**src/rtl/lttl_pkg.sv**
```systemverilog
package lttl_pkg;

  localparam int KEY_BITS      = 64;
  localparam int VALUE_BITS    = 64;
  localparam int TIME_BITS     = 40;
  localparam int LIFETIME_BITS = 24;
  localparam int COUNT_BITS    = 32;
  localparam int CAP_BITS      = 5;
  localparam int CFG_BITS      = 24;

  localparam logic [2:0] OP_GET    = 3'd0;
  localparam logic [2:0] OP_SET    = 3'd1;
  localparam logic [2:0] OP_DELETE = 3'd2;
  localparam logic [2:0] OP_EXISTS = 3'd3;
  localparam logic [2:0] OP_CLEAN  = 3'd4;
  localparam logic [2:0] OP_TICK   = 3'd5;

  localparam logic CFG_CAPACITY = 1'b0;
  localparam logic CFG_DEF_TTL  = 1'b1;

  localparam logic [CAP_BITS-1:0]      CAP_RESET = 5'd16;
  localparam logic [LIFETIME_BITS-1:0] TTL_RESET = 24'd86400;

  typedef struct packed {
    logic [2:0]               op;
    logic [KEY_BITS-1:0]      key;
    logic [VALUE_BITS-1:0]    value;
    logic [LIFETIME_BITS-1:0] ttl;
  } req_t;

  typedef struct packed {
    logic valid;
    req_t req;
  } queue_head_t;

  typedef enum logic [2:0] {
    ST_IDLE,
    ST_LOOK,
    ST_EXEC,
    ST_EVICT,
    ST_CLEAN,
    ST_DONE
  } state_t;

endpackage

```
**src/rtl/lru_ttl_key_value_cache.sv**
```systemverilog
// channel | ports                                   | direction
// request | in_valid in_stall in_opcode in_lookup_key in_write_value in_lifetime | in
// result  | out_valid out_stall out_found out_read_value out_entry_count
//         | out_hit_count out_miss_count            | out
// config  | cfg_we cfg_index cfg_data               | in
// get, delete, exists, tick: look, execute, done, then the result register
// set: look, execute (repeated after a full-store eviction), evict to capacity, done
// cleanup: look, execute, a scan of every slot, then done
// a two-deep request queue takes requests while a result waits under stall
// synchronous active-low reset empties the store and clears time and counters
module lru_ttl_key_value_cache #(
  parameter int ENTRIES = 16
) (
  input  logic                                clk,
  input  logic                                rst_n,
  input  logic                                in_valid,
  output logic                                in_stall,
  input  logic [2:0]                          in_opcode,
  input  logic [lttl_pkg::KEY_BITS-1:0]       in_lookup_key,
  input  logic [lttl_pkg::VALUE_BITS-1:0]     in_write_value,
  input  logic [lttl_pkg::LIFETIME_BITS-1:0]  in_lifetime,
  output logic                                out_valid,
  input  logic                                out_stall,
  output logic                                out_found,
  output logic [lttl_pkg::VALUE_BITS-1:0]     out_read_value,
  output logic [4:0]                          out_entry_count,
  output logic [lttl_pkg::COUNT_BITS-1:0]     out_hit_count,
  output logic [lttl_pkg::COUNT_BITS-1:0]     out_miss_count,
  input  logic                                cfg_we,
  input  logic                                cfg_index,
  input  logic [lttl_pkg::CFG_BITS-1:0]       cfg_data
);
  import lttl_pkg::*;

  logic [CAP_BITS-1:0]      cap_r;
  logic [LIFETIME_BITS-1:0] ttl_r;
  queue_head_t              head;
  logic                     pop;

  always_ff @(posedge clk) begin
    if (!rst_n) begin
      cap_r <= CAP_RESET;
      ttl_r <= TTL_RESET;
    end else if (cfg_we) begin
      case (cfg_index)
        CFG_CAPACITY: cap_r <= cfg_data[CAP_BITS-1:0];
        CFG_DEF_TTL:  ttl_r <= cfg_data[LIFETIME_BITS-1:0];
        default: ;
      endcase
    end
  end

  lttl_front u_front (
    .clk            (clk),
    .rst_n          (rst_n),
    .in_valid       (in_valid),
    .in_stall       (in_stall),
    .in_opcode      (in_opcode),
    .in_lookup_key  (in_lookup_key),
    .in_write_value (in_write_value),
    .in_lifetime    (in_lifetime),
    .default_ttl    (ttl_r),
    .head           (head),
    .pop            (pop)
  );

  lttl_back #(.ENTRIES(ENTRIES)) u_back (
    .clk             (clk),
    .rst_n           (rst_n),
    .head            (head),
    .pop             (pop),
    .capacity        (cap_r),
    .out_valid       (out_valid),
    .out_stall       (out_stall),
    .out_found       (out_found),
    .out_read_value  (out_read_value),
    .out_entry_count (out_entry_count),
    .out_hit_count   (out_hit_count),
    .out_miss_count  (out_miss_count)
  );

`ifndef SYNTHESIS
  a_hits_mono: assert property (@(posedge clk) disable iff (!rst_n)
    out_hit_count >= $past(out_hit_count)) else $error("hit count went down");
  a_miss_mono: assert property (@(posedge clk) disable iff (!rst_n)
    out_miss_count >= $past(out_miss_count)) else $error("miss count went down");
  a_count_max: assert property (@(posedge clk) disable iff (!rst_n)
    out_valid |-> 32'(out_entry_count) <= 32'(ENTRIES)) else $error("entry count too big");
`endif

endmodule

```
**src/rtl/lttl_front.sv**
```systemverilog
module lttl_front (
  input  logic                              clk,
  input  logic                              rst_n,
  input  logic                              in_valid,
  output logic                              in_stall,
  input  logic [2:0]                        in_opcode,
  input  logic [lttl_pkg::KEY_BITS-1:0]     in_lookup_key,
  input  logic [lttl_pkg::VALUE_BITS-1:0]   in_write_value,
  input  logic [lttl_pkg::LIFETIME_BITS-1:0] in_lifetime,
  input  logic [lttl_pkg::LIFETIME_BITS-1:0] default_ttl,
  output lttl_pkg::queue_head_t             head,
  input  logic                              pop
);
  import lttl_pkg::*;

  req_t       slot_r [2];
  logic       wr_ptr_r;
  logic       rd_ptr_r;
  logic [1:0] level_r;
  logic       push;
  logic       do_pop;
  req_t       req;

  always_comb begin
    req.op    = in_opcode;
    req.key   = in_lookup_key;
    req.value = in_write_value;
    req.ttl   = (in_lifetime == '0) ? default_ttl : in_lifetime;
  end

  assign in_stall   = (level_r == 2'd2);
  assign push       = in_valid && !in_stall;
  assign do_pop     = pop && (level_r != 2'd0);
  assign head.valid = (level_r != 2'd0);
  assign head.req   = slot_r[rd_ptr_r];

  always_ff @(posedge clk) begin
    if (push) begin
      slot_r[wr_ptr_r] <= req;
    end
  end

  always_ff @(posedge clk) begin
    if (!rst_n) begin
      wr_ptr_r <= 1'b0;
      rd_ptr_r <= 1'b0;
      level_r  <= 2'd0;
    end else begin
      if (push) wr_ptr_r <= !wr_ptr_r;
      if (do_pop) rd_ptr_r <= !rd_ptr_r;
      level_r <= level_r + 2'(push) - 2'(do_pop);
    end
  end

endmodule

```
**src/rtl/lttl_back.sv**
```systemverilog
module lttl_back #(
  parameter int ENTRIES = 16
) (
  input  logic                              clk,
  input  logic                              rst_n,
  input  lttl_pkg::queue_head_t             head,
  output logic                              pop,
  input  logic [lttl_pkg::CAP_BITS-1:0]     capacity,
  output logic                              out_valid,
  input  logic                              out_stall,
  output logic                              out_found,
  output logic [lttl_pkg::VALUE_BITS-1:0]   out_read_value,
  output logic [4:0]                        out_entry_count,
  output logic [lttl_pkg::COUNT_BITS-1:0]   out_hit_count,
  output logic [lttl_pkg::COUNT_BITS-1:0]   out_miss_count
);
  import lttl_pkg::*;

  localparam int IW = (ENTRIES > 1) ? $clog2(ENTRIES) : 1;
  localparam int CW = $clog2(ENTRIES + 1);

  state_t                state_r, state_nxt;
  req_t                  req_r;
  logic [ENTRIES-1:0]    valid_r;
  logic [KEY_BITS-1:0]   key_r   [ENTRIES];
  logic [VALUE_BITS-1:0] val_r   [ENTRIES];
  logic [TIME_BITS-1:0]  exp_r   [ENTRIES];
  logic [IW-1:0]         rank_r  [ENTRIES];
  logic [CW-1:0]         count_r;
  logic [TIME_BITS-1:0]  time_r;
  logic [COUNT_BITS-1:0] hits_r, miss_r;
  logic                  hit_r, live_r;
  logic [IW-1:0]         idx_r, scan_r;
  logic                  found_r;
  logic [VALUE_BITS-1:0] rv_r;

  logic [IW-1:0]         match_idx, free_idx, old_idx;
  logic                  match_any;
  logic [TIME_BITS:0]    exp_sum;
  logic [TIME_BITS-1:0]  exp_new;
  logic                  full, over_cap, last_scan, out_free;

  always_comb begin
    match_idx = '0;
    match_any = 1'b0;
    old_idx   = '0;
    free_idx  = '0;
    for (int i = 0; i < ENTRIES; i++) begin
      if (valid_r[i] && key_r[i] == req_r.key) begin
        match_idx = match_idx | IW'(i);
        match_any = 1'b1;
      end
      if (valid_r[i] && rank_r[i] == IW'(count_r - CW'(1))) old_idx = old_idx | IW'(i);
    end
    for (int i = ENTRIES - 1; i >= 0; i--) begin
      if (!valid_r[i]) free_idx = IW'(i);
    end
  end

  assign exp_sum   = {1'b0, time_r} + (TIME_BITS + 1)'(req_r.ttl);
  assign exp_new   = exp_sum[TIME_BITS] ? '1 : exp_sum[TIME_BITS-1:0];
  assign full      = (count_r == CW'(ENTRIES));
  assign over_cap  = (32'(count_r) > 32'(capacity));
  assign last_scan = (scan_r == IW'(ENTRIES - 1));
  assign out_free  = !out_valid || !out_stall;

  always_comb begin
    state_nxt = state_r;
    case (state_r)
      ST_IDLE:  if (head.valid) state_nxt = ST_LOOK;
      ST_LOOK:  state_nxt = ST_EXEC;
      ST_EXEC: begin
        case (req_r.op)
          OP_SET:   state_nxt = (!hit_r && full) ? ST_EXEC : ST_EVICT;
          OP_CLEAN: state_nxt = ST_CLEAN;
          default:  state_nxt = ST_DONE;
        endcase
      end
      ST_EVICT: if (!over_cap) state_nxt = ST_DONE;
      ST_CLEAN: if (last_scan) state_nxt = ST_DONE;
      ST_DONE:  if (out_free) state_nxt = ST_IDLE;
      default:  state_nxt = ST_IDLE;
    endcase
  end

  always_comb begin
    pop = (state_r == ST_IDLE) && head.valid;
  end

  always_ff @(posedge clk) begin
    if (!rst_n) begin
      state_r         <= ST_IDLE;
      valid_r         <= '0;
      count_r         <= '0;
      time_r          <= '0;
      hits_r          <= '0;
      miss_r          <= '0;
      out_valid       <= 1'b0;
      out_found       <= 1'b0;
      out_read_value  <= '0;
      out_entry_count <= '0;
      out_hit_count   <= '0;
      out_miss_count  <= '0;
    end else begin
      state_r <= state_nxt;
      if (out_valid && !out_stall && (state_r != ST_DONE)) out_valid <= 1'b0;
      case (state_r)
        ST_IDLE: begin
          if (head.valid) req_r <= head.req;
          found_r <= 1'b0;
          rv_r    <= '0;
          scan_r  <= '0;
        end
        ST_LOOK: begin
          hit_r  <= match_any;
          idx_r  <= match_idx;
          live_r <= exp_r[match_idx] >= time_r;
        end
        ST_EXEC: begin
          case (req_r.op)
            OP_GET: begin
              if (hit_r && live_r) begin
                for (int i = 0; i < ENTRIES; i++)
                  if (valid_r[i] && rank_r[i] < rank_r[idx_r]) rank_r[i] <= rank_r[i] + 1'b1;
                rank_r[idx_r] <= '0;
                found_r <= 1'b1;
                rv_r    <= val_r[idx_r];
                if (hits_r != '1) hits_r <= hits_r + 1'b1;
              end else if (miss_r != '1) begin
                miss_r <= miss_r + 1'b1;
              end
            end
            OP_SET: begin
              if (hit_r) begin
                for (int i = 0; i < ENTRIES; i++)
                  if (valid_r[i] && rank_r[i] < rank_r[idx_r]) rank_r[i] <= rank_r[i] + 1'b1;
                rank_r[idx_r] <= '0;
                val_r[idx_r]  <= req_r.value;
                exp_r[idx_r]  <= exp_new;
              end else if (full) begin
                valid_r[old_idx] <= 1'b0;
                count_r <= count_r - 1'b1;
              end else begin
                for (int i = 0; i < ENTRIES; i++)
                  if (valid_r[i]) rank_r[i] <= rank_r[i] + 1'b1;
                valid_r[free_idx] <= 1'b1;
                rank_r[free_idx]  <= '0;
                key_r[free_idx]   <= req_r.key;
                val_r[free_idx]   <= req_r.value;
                exp_r[free_idx]   <= exp_new;
                count_r <= count_r + 1'b1;
              end
            end
            OP_DELETE: begin
              if (hit_r) begin
                valid_r[idx_r] <= 1'b0;
                count_r <= count_r - 1'b1;
                for (int i = 0; i < ENTRIES; i++)
                  if (valid_r[i] && rank_r[i] > rank_r[idx_r]) rank_r[i] <= rank_r[i] - 1'b1;
              end
            end
            OP_EXISTS: found_r <= hit_r && live_r;
            OP_TICK:   if (time_r != '1) time_r <= time_r + 1'b1;
            default: ;
          endcase
        end
        ST_EVICT: begin
          if (over_cap) begin
            valid_r[old_idx] <= 1'b0;
            count_r <= count_r - 1'b1;
          end
        end
        ST_CLEAN: begin
          if (valid_r[scan_r] && exp_r[scan_r] < time_r) begin
            valid_r[scan_r] <= 1'b0;
            count_r <= count_r - 1'b1;
            for (int i = 0; i < ENTRIES; i++)
              if (valid_r[i] && rank_r[i] > rank_r[scan_r]) rank_r[i] <= rank_r[i] - 1'b1;
          end
          scan_r <= scan_r + 1'b1;
        end
        ST_DONE: begin
          if (out_free) begin
            out_valid       <= 1'b1;
            out_found       <= found_r;
            out_read_value  <= rv_r;
            out_entry_count <= 5'(count_r);
            out_hit_count   <= hits_r;
            out_miss_count  <= miss_r;
          end
        end
        default: ;
      endcase
    end
  end

endmodule

```
**config.mk**
```make
export PLATFORM = sky130hd
export DESIGN_NAME = lru_ttl_key_value_cache
export DESIGN_NICKNAME = d
export VERILOG_FILES = /design/src/rtl/lttl_pkg.sv /design/src/rtl/lru_ttl_key_value_cache.sv /design/src/rtl/lttl_front.sv /design/src/rtl/lttl_back.sv
export SDC_FILE = /design/constraint.sdc
export NUM_CORES = 2
export LEC_CHECK = 0
export BUFFER_PORTS_ARGS = -buffer_cell sky130_fd_sc_hd__buf_4
export CORE_ASPECT_RATIO = 2
export CORE_MARGIN = 3
export CORE_UTILIZATION = 65
export CTS_CLUSTER_DIAMETER = 120
export DETAILED_ROUTE_END_ITERATION = 6
export PLACE_DENSITY = 0.83
export SLEW_MARGIN = 10
export SYNTH_ARGS = -nofsm -noshare
export SYNTH_HDL_FRONTEND = slang
export SYNTH_SLANG_ARGS = --single-unit
```
**constraint.sdc**
```tcl
create_clock -name clk -period 19.55 [get_ports clk]
set_input_delay 1.955 -clock clk [delete_from_list [all_inputs] [get_ports clk]]
set_output_delay 1.955 -clock clk [all_outputs]
set_load 0.02 [all_outputs]
```
# Word-level counts from Yosys, hierarchy flattened

Memories as Yosys holds them, arrays and structs flattened. A register that Yosys moved wholly into a read port is not among the register bits.
Index checks and enable logic that the tools add are counted.

Register bits: 371
RAM bits: 3062
Input bits: 185
Logic and storage cells: 1035
Memories kept: 5

Memory list:

| memory         | words | bits a word | read ports | clocked after memory_dff | wr ports | line             | source |
|---|---|---|---|---|---|---|---|
| u_back.key_r   | 16    | 64          | 16         | 0                        | 1        | lttl_back.sv:25  | `logic [KEY_BITS-1:0] key_r [ENTRIES];` |
| u_back.val_r   | 16    | 64          | 1          | 1                        | 1        | lttl_back.sv:26  | `logic [VALUE_BITS-1:0] val_r [ENTRIES];` |
| u_back.exp_r   | 16    | 40          | 2          | 1                        | 1        | lttl_back.sv:27  | `logic [TIME_BITS-1:0] exp_r [ENTRIES];` |
| u_front.slot_r | 2     | 155         | 1          | 1                        | 1        | lttl_front.sv:16 | `req_t slot_r [2];` |
| u_back.rank_r  | 16    | 4           | 18         | 2                        | 17       | lttl_back.sv:28  | `logic [IW-1:0] rank_r [ENTRIES];` |

$add $sub $neg: 41
$lt $le $gt $ge: 59
Equal/unequal tests: 61
Mux-type cells: 650
Bitwise logic cells: 74
Reduce and logical (&&, ||, !) cells: 122

Operators with widths:

| cell                                             | count |
|---|---|
| == test 64 bit                                   | 16 |
| 2-to-1 mux 1 bit                                 | 498 |
| 2-to-1 mux 4 bit                                 | 105 |
| 2-to-1 mux 64 bit                                | 3 |
| > comparator 4 bit                               | 32 |
| one-hot mux 64 bit (2 select lines)              | 1 |
| logical AND 1 bit                                | 91 |
| 2-to-1 mux 16 bit                                | 5 |
| 2-to-1 mux 40 bit                                | 2 |
| adder 4 x 1 -> 4 bit, second input constant      | 17 |
| bitwise OR 1 bit                                 | 65 |
| adder 32 x 1 -> 32 bit, second input constant    | 2 |
| less-than comparator 4 bit                       | 16 |
| inequality test 32 bit, second input constant    | 2 |
| OR reduction 64 bit                              | 1 |
| subtractor 4 x 1 -> 4 bit, second input constant | 16 |
| == test 4 bit                                    | 15 |
| AND 16 bit                                       | 3 |
| NOT 16 bit                                       | 3 |
| one-hot mux 16 bit (3 select lines)              | 1 |
| adder 40 x 24 -> 41 bit                          | 1 |
| adder 40 x 1 -> 40 bit, second input constant    | 1 |
| greater-or-equal comparator 40 bit               | 1 |
| less-than comparator 40 bit                      | 1 |
| other kinds (46)                                 | 109 |

# Longest topological paths before layout

Word-level depth: 28
Depth in mapped cells: 28
Mapped depth without buffers: 23

# Cells and area by module

Synthesis repeated with hierarchy kept, for this count alone.

Cell total of the unflattened synthesis: 9855
Area, all modules: 156435.0 µm²

By module, submodules not included:

| module                  | instances | cells each | area each (µm²) | seq. area each (µm²) |
|---|---|---|---|---|
| lttl_back               | 1         | 9181       | 143497.6        | 94610.7 |
| lttl_front              | 1         | 547        | 11696.2         | 9409.0 |
| lru_ttl_key_value_cache | 1         | 127        | 1241.2          | 580.6 |

# Worst setup path before layout

No wires, ideal clock.

Path type: input port to flip-flop
From: in in_valid
To: mem u_front.slot_r[0][0] (netlist name) (enable)
Library setup time: 0.673 ns
Arrival: 8.486 ns
Data required time: 18.877 ns
Slack: 10.392 ns
Cell stages on the path: 2
Path buffers: 0
Path through: nand2_1 > nor2_1

Cells in the longest elaborated chain, start to end: 3

RTL lines:

| item                                   | line                          | source |
|---|---|---|
| from (decl)                            | lru_ttl_key_value_cache.sv:16 | `input logic in_valid,` |
| logical AND 1 bit                      | lttl_front.sv:32              | `assign push = in_valid && !in_stall;` |
| 2-to-1 mux 1 bit                       | lttl_front.sv:38              | `if (push) begin` |
| 2-to-1 mux 1 bit (implied by the code) | lttl_front.sv:39              | `slot_r[wr_ptr_r] <= req;` |
| to (decl)                              | lttl_front.sv:16              |  |

Every way passes these cells.

# Final worst setup path

From: reg u_back.req_r[113] (netlist name)
To: reg u_back.live_r, data pin

Cells in the longest elaborated chain, start to end: 19

RTL lines:

| item                                   | line             | source |
|---|---|---|
| from (decl)                            | lttl_back.sv:23  | `req_t req_r;` |
| from (signal assigned)                 | lttl_back.sv:109 | `if (head.valid) req_r <= head.req;` |
| == test 64 bit                         | lttl_back.sv:49  | `if (valid_r[i] && key_r[i] == req_r.key) begin` |
| logical AND 1 bit                      | lttl_back.sv:49  |  |
| 2-to-1 mux 1 bit                       | lttl_back.sv:49  |  |
| 2-to-1 mux 2 bit (2 in series)         | lttl_back.sv:49  |  |
| 2-to-1 mux 3 bit (4 in series)         | lttl_back.sv:49  |  |
| 2-to-1 mux 4 bit (7 in series)         | lttl_back.sv:49  |  |
| 2-to-1 mux 4 bit (*)                   | lttl_back.sv:49  |  |
| memory (16 x 40 bit) (*)               | -                |  |
| greater-or-equal comparator 40 bit (*) | lttl_back.sv:117 | `live_r <= exp_r[match_idx] >= time_r;` |
| to (signal assigned)                   | lttl_back.sv:117 |  |
| to (decl)                              | lttl_back.sv:32  | `logic hit_r, live_r;` |

Mark *: on every way between the ends. The rest lies on a longest branch, timed or not.
A chain may end at the register's enable or synchronous reset.

==> out/qor.json <==
{
  "first_pass_iteration_count_of_the_detailed_router": 7,
  "clk_pin_slew_worst_setup_hold_paths_ps": 70,
  "reg2reg_from": "u_back.req_r[113]",
  "use_met2_pct": 69.8,
  "via_per_inst": 7.12,
  "synth_area_per_cell_um2": 16.2,
  "finalCriticalPeriod_ps": 9840,
  "cts.sinks": 3596,
  "critical_path_class": "flip-flop to flip-flop",
  "postSynthNetCount": 10100,
  "synth_warnings": 0,
  "slew_violations": 2,
  "layout_utilization_pct": 72.4,
  "gp_congestion": 1.04,
  "die_w_um": 353,
  "pin_count_of_the_biggest_net_entering_global_routing": 149,
  "timing.critical_path.fanout_max": 148,
  "seqPwrFrac_pct": 49.5,
  "grt_pass1_vias": 98500,
  "yosys-top-cells-count": "sky130_fd_sc_hd__edfxtp_1 (3256), sky130_fd_sc_hd__mux2i_1 (614), sky130_fd_sc_hd__mux4_2 (563), sky130_fd_sc_hd__xnor2_1 (534), sky130_fd_sc_hd__nand2_1 (533)",
  "totalNegativeSetupSlack_ps": 0,
  "fin_worst_skew_ps": 87.2,
  "final.period_utilization_pct": 50.3,
  "port-buffer-count": 320,
  "cts_repair_resize_count": 0,
  "timing.fmax_mhz": 102,
  "failed_checks": "design-rule violations, max-capacitance violations, max-slew violations",
  "grt.busiest_layer": "met2",
  "finalSetupViolCount": 0,
  "avgRoutedWirePerCell_um": 38.7,
  "postPlaceCellArea_mm2": 0.163,
  "num-nets-final": 10500,
  "core_ar_mm2": 0.240,
  "grt_util_met1_pct": 45.2,
  "dieHeight_um": 701,
  "clock_path_buffers": 4,
  "number_of_buffers_inserted_during_clock_tree_synthesis": 305,
  "layout-area-overhead-vs-synth_pct": 10.6,
  "critical_path_arrival_ps": 10490,
  "synth_largest_area_cell": "sky130_fd_sc_hd__edfxtp_1",
  "clock_insertion_delay_worst_skew_ps": 950,
  "multi_input_gate_area_mm2": 0.0495,
  "post_route_cells_drive_above_1_share_pct": 18.4,
  "total_leakage_power_nw": 55.2,
  "power.ir.vdd_worst_mv": 0.129,
  "route.final.wire_length_mm": 524,
  "critPathRequiredTime_ps": 20200,
  "postRouteAntennaNets": 0,
  "detailedPlacementHpwl_mm": 330,
  "yosysMostFrequentCell": "sky130_fd_sc_hd__edfxtp_1",
  "ys.flop_type": "sky130_fd_sc_hd__edfxtp_1",
  "total_standard_cell_area_after_synthesis_mm2": 0.157,
  "tritoncts": "done",
  "grt_overflow_total": 0,
  "timing.critical_path.to_type": "flip-flop",
  "synthDominantCellAreaShare_pct": 62.3,
  "r2r_slack_ps": 9710,
  "power.switching_w": 0.00515,
  "ys_async_sr_fraction_pct": 0,
  "synth_cells": 9666,
  "use_met3_pct": 8.71,
  "hp-class": "flip-flop to flip-flop",
  "seqCellArea_mm2": 0.105,
  "rsz_0062_raised_after_global_routing": "no",
  "cell_internal_power_w": 0.0134,
  "clock_power_share_pct": 33.9,
  "power_switching_share_pct": 27.7,
  "htreeDepth": 5,
  "initial_util_pct": 65.5,
  "global_route_wire_length_before_repair_mm": 728,
  "top_level_ports": 321,
  "detail_route.drc_violations": 1,
  "timing_worst_slew_pin_value_ps": 1530,
  "cp-startpoint": "u_back.req_r[113]",
  "ys_types": 107,
  "cap_viol_max_count": 1,
  "stdcell_area_mm2": 0.174,
  "cts_hold_buf": 0,
  "critical_path.endpoint": "u_back.live_r",
  "std_cell_rows": 254,
  "worstSetupStartpointType": "flip-flop",
  "nFillCells": 14300,
  "synth-seq-area-share_pct": 66.7,
  "dieArea_mm2": 0.248,
  "ys_seq_elements": 3596,
  "count_of_flip_flops_with_a_built_in_enable_after_synthesis": 3256,
  "clock-root-buffer": "sky130_fd_sc_hd__clkbuf_16",
  "worst_r2r_endpoint": "u_back.live_r",
  "antenna_violations_before_repair": 45,
  "post_cts_setup_inserts": 0,
  "vias": 96500,
  "report.final.hold_viol_count": 0,
  "comb_power_share_pct": 16.5,
  "maxSlewHeadroom_pct": -2.72,
  "powerDensity_mw_per_mm2": 107,
  "ys_top_cells_by_area": "sky130_fd_sc_hd__edfxtp_1 (62%), sky130_fd_sc_hd__mux4_2 (8.1%), sky130_fd_sc_hd__dfxtp_1 (4.3%)",
  "run_status": "finished with violations",
  "initialDrtViolationCount": 12800,
  "groute.usage.overall_pct": 42.2,
  "ff2ff_path_depth": 25
}
## per-layer routing
layer | part of all wire [%] | vias to the layer above
met5 | 0.024 | -
met4 | 12 | 18
met3 | 9.9 | 2462
met2 | 49 | 7570
met1 | 30 | 48200
li1 | - | 38200
## sequential cells by signal (all words and copies together) (netlist names), 64 cells and up, named ones only
name                   count
u_back.out_read_value     64
u_back.key_r            1024
u_back.rv_r               64
u_back.val_r            1024
u_back.rank_r             64
u_back.exp_r             640
u_back.req_r             155
u_front.slot_r           310
## layout make-up
type | count | area share (%)
inverters | 224 | 0.486
diodes | 22 | 0.0317
flip-flops and latches | 3596 | 60.3
repair buffers | 586 | 2.61
clock buffers | 412 | 4.93
well taps | 3200 | 2.31
clock inverters | 139 | 0.846
multi-input cells | 5362 | 28.5
## worst max-delay path, cell delays in order, from the launching register on
cell                        delay, ps
sky130_fd_sc_hd__edfxtp_1         350
sky130_fd_sc_hd__buf_4            360
sky130_fd_sc_hd__buf_4            390
sky130_fd_sc_hd__inv_1            450
sky130_fd_sc_hd__o2bb2ai_1        260
sky130_fd_sc_hd__a221oi_1         240
sky130_fd_sc_hd__o2111ai_1        660
sky130_fd_sc_hd__nor4_2           710
sky130_fd_sc_hd__a31oi_1          330
sky130_fd_sc_hd__nand3b_1         280
sky130_fd_sc_hd__buf_12           530
sky130_fd_sc_hd__buf_12           650
sky130_fd_sc_hd__buf_4            870
sky130_fd_sc_hd__mux2i_1          270
sky130_fd_sc_hd__mux2i_1          100
sky130_fd_sc_hd__mux2i_1          200
sky130_fd_sc_hd__mux2i_1          100
sky130_fd_sc_hd__ha_1             320
sky130_fd_sc_hd__a21o_1           180
sky130_fd_sc_hd__a21o_1           190
sky130_fd_sc_hd__a21o_1           180
sky130_fd_sc_hd__a21o_1           170
sky130_fd_sc_hd__a21oi_1          260
sky130_fd_sc_hd__nor3_1           130
sky130_fd_sc_hd__a2111oi_0        460
sky130_fd_sc_hd__o31ai_1          120
## power by group through the flow
stage | sequential [W] | combinational [W] | clock [W]
CTS | 0.00918 | 0.00298 | 0.00630
global placement | 0.00931 | 0.00287 | 0
floorplan | 0.00925 | 0.00179 | 0
global route | 0.00921 | 0.00316 | 0.00656
finish | 0.00919 | 0.00307 | 0.00629
detailed placement | 0.00934 | 0.00294 | 0
## cells in the final DEF (no fill, tap or decap), types with 160 or more instances in the layout
master,netlist,final
sky130_fd_sc_hd__xor2_1,454,452
sky130_fd_sc_hd__dfxtp_1,340,331
sky130_fd_sc_hd__nand4_1,192,192
sky130_fd_sc_hd__xnor2_1,534,534
sky130_fd_sc_hd__inv_1,203,203
sky130_fd_sc_hd__a21boi_0,178,178
sky130_fd_sc_hd__ha_1,279,279
sky130_fd_sc_hd__edfxtp_1,3256,3256
sky130_fd_sc_hd__clkbuf_16,0,318
sky130_fd_sc_hd__mux2i_1,614,614
sky130_fd_sc_hd__mux2_2,164,164
sky130_fd_sc_hd__and2_1,162,160
sky130_fd_sc_hd__nand2_1,533,533
sky130_fd_sc_hd__mux4_2,563,563
sky130_fd_sc_hd__nor2_1,247,212
sky130_fd_sc_hd__buf_4,21,575
## worst min path at each step
stage,startpoint,endpoint,slack (ps),depth (start not counted)
final,u_back.out_hit_count[1],u_back.out_hit_count[1],460,2
after global routing,u_back.out_read_value[47],u_back.out_read_value[47],490,2
after CTS,u_back.out_read_value[4],u_back.out_read_value[4],470,2
after detailed placement,u_back.out_read_value[4],u_back.out_read_value[4],460,2
after global placement,ttl_r[2],ttl_r[2],450,2
after floorplan,ttl_r[12],ttl_r[12],440,2
## kinds of logic (layout without fill, tap and decap cells)
group,Yosys count,after routing,synth area share (%)
and+or+nand+nor,1787,1787,5.85
xor gates and xnor gates,990,990,5.54
AOI/OAI and AO/OA,963,963,4.40
buffers and inverters,708,1361,2.13
muxes,1342,1342,13.2
other,0,22,0
DFF,3596,3596,66.7
adders and majority gates,280,280,2.24
## per-stage QoR
stage	cells	setup slack (ps)	total power [W]	hold WS, ps
after floorplan	9666	10390	0.0110	441
after global placement	13000	10160	0.0122	452
after detailed placement	13000	10350	0.0123	459
after CTS	13500	10270	0.0185	469
after global routing	13500	9570	0.0189	489
final	13500	9710	0.0186	465
No activity file was read; power rests on OpenSTA's default activity.
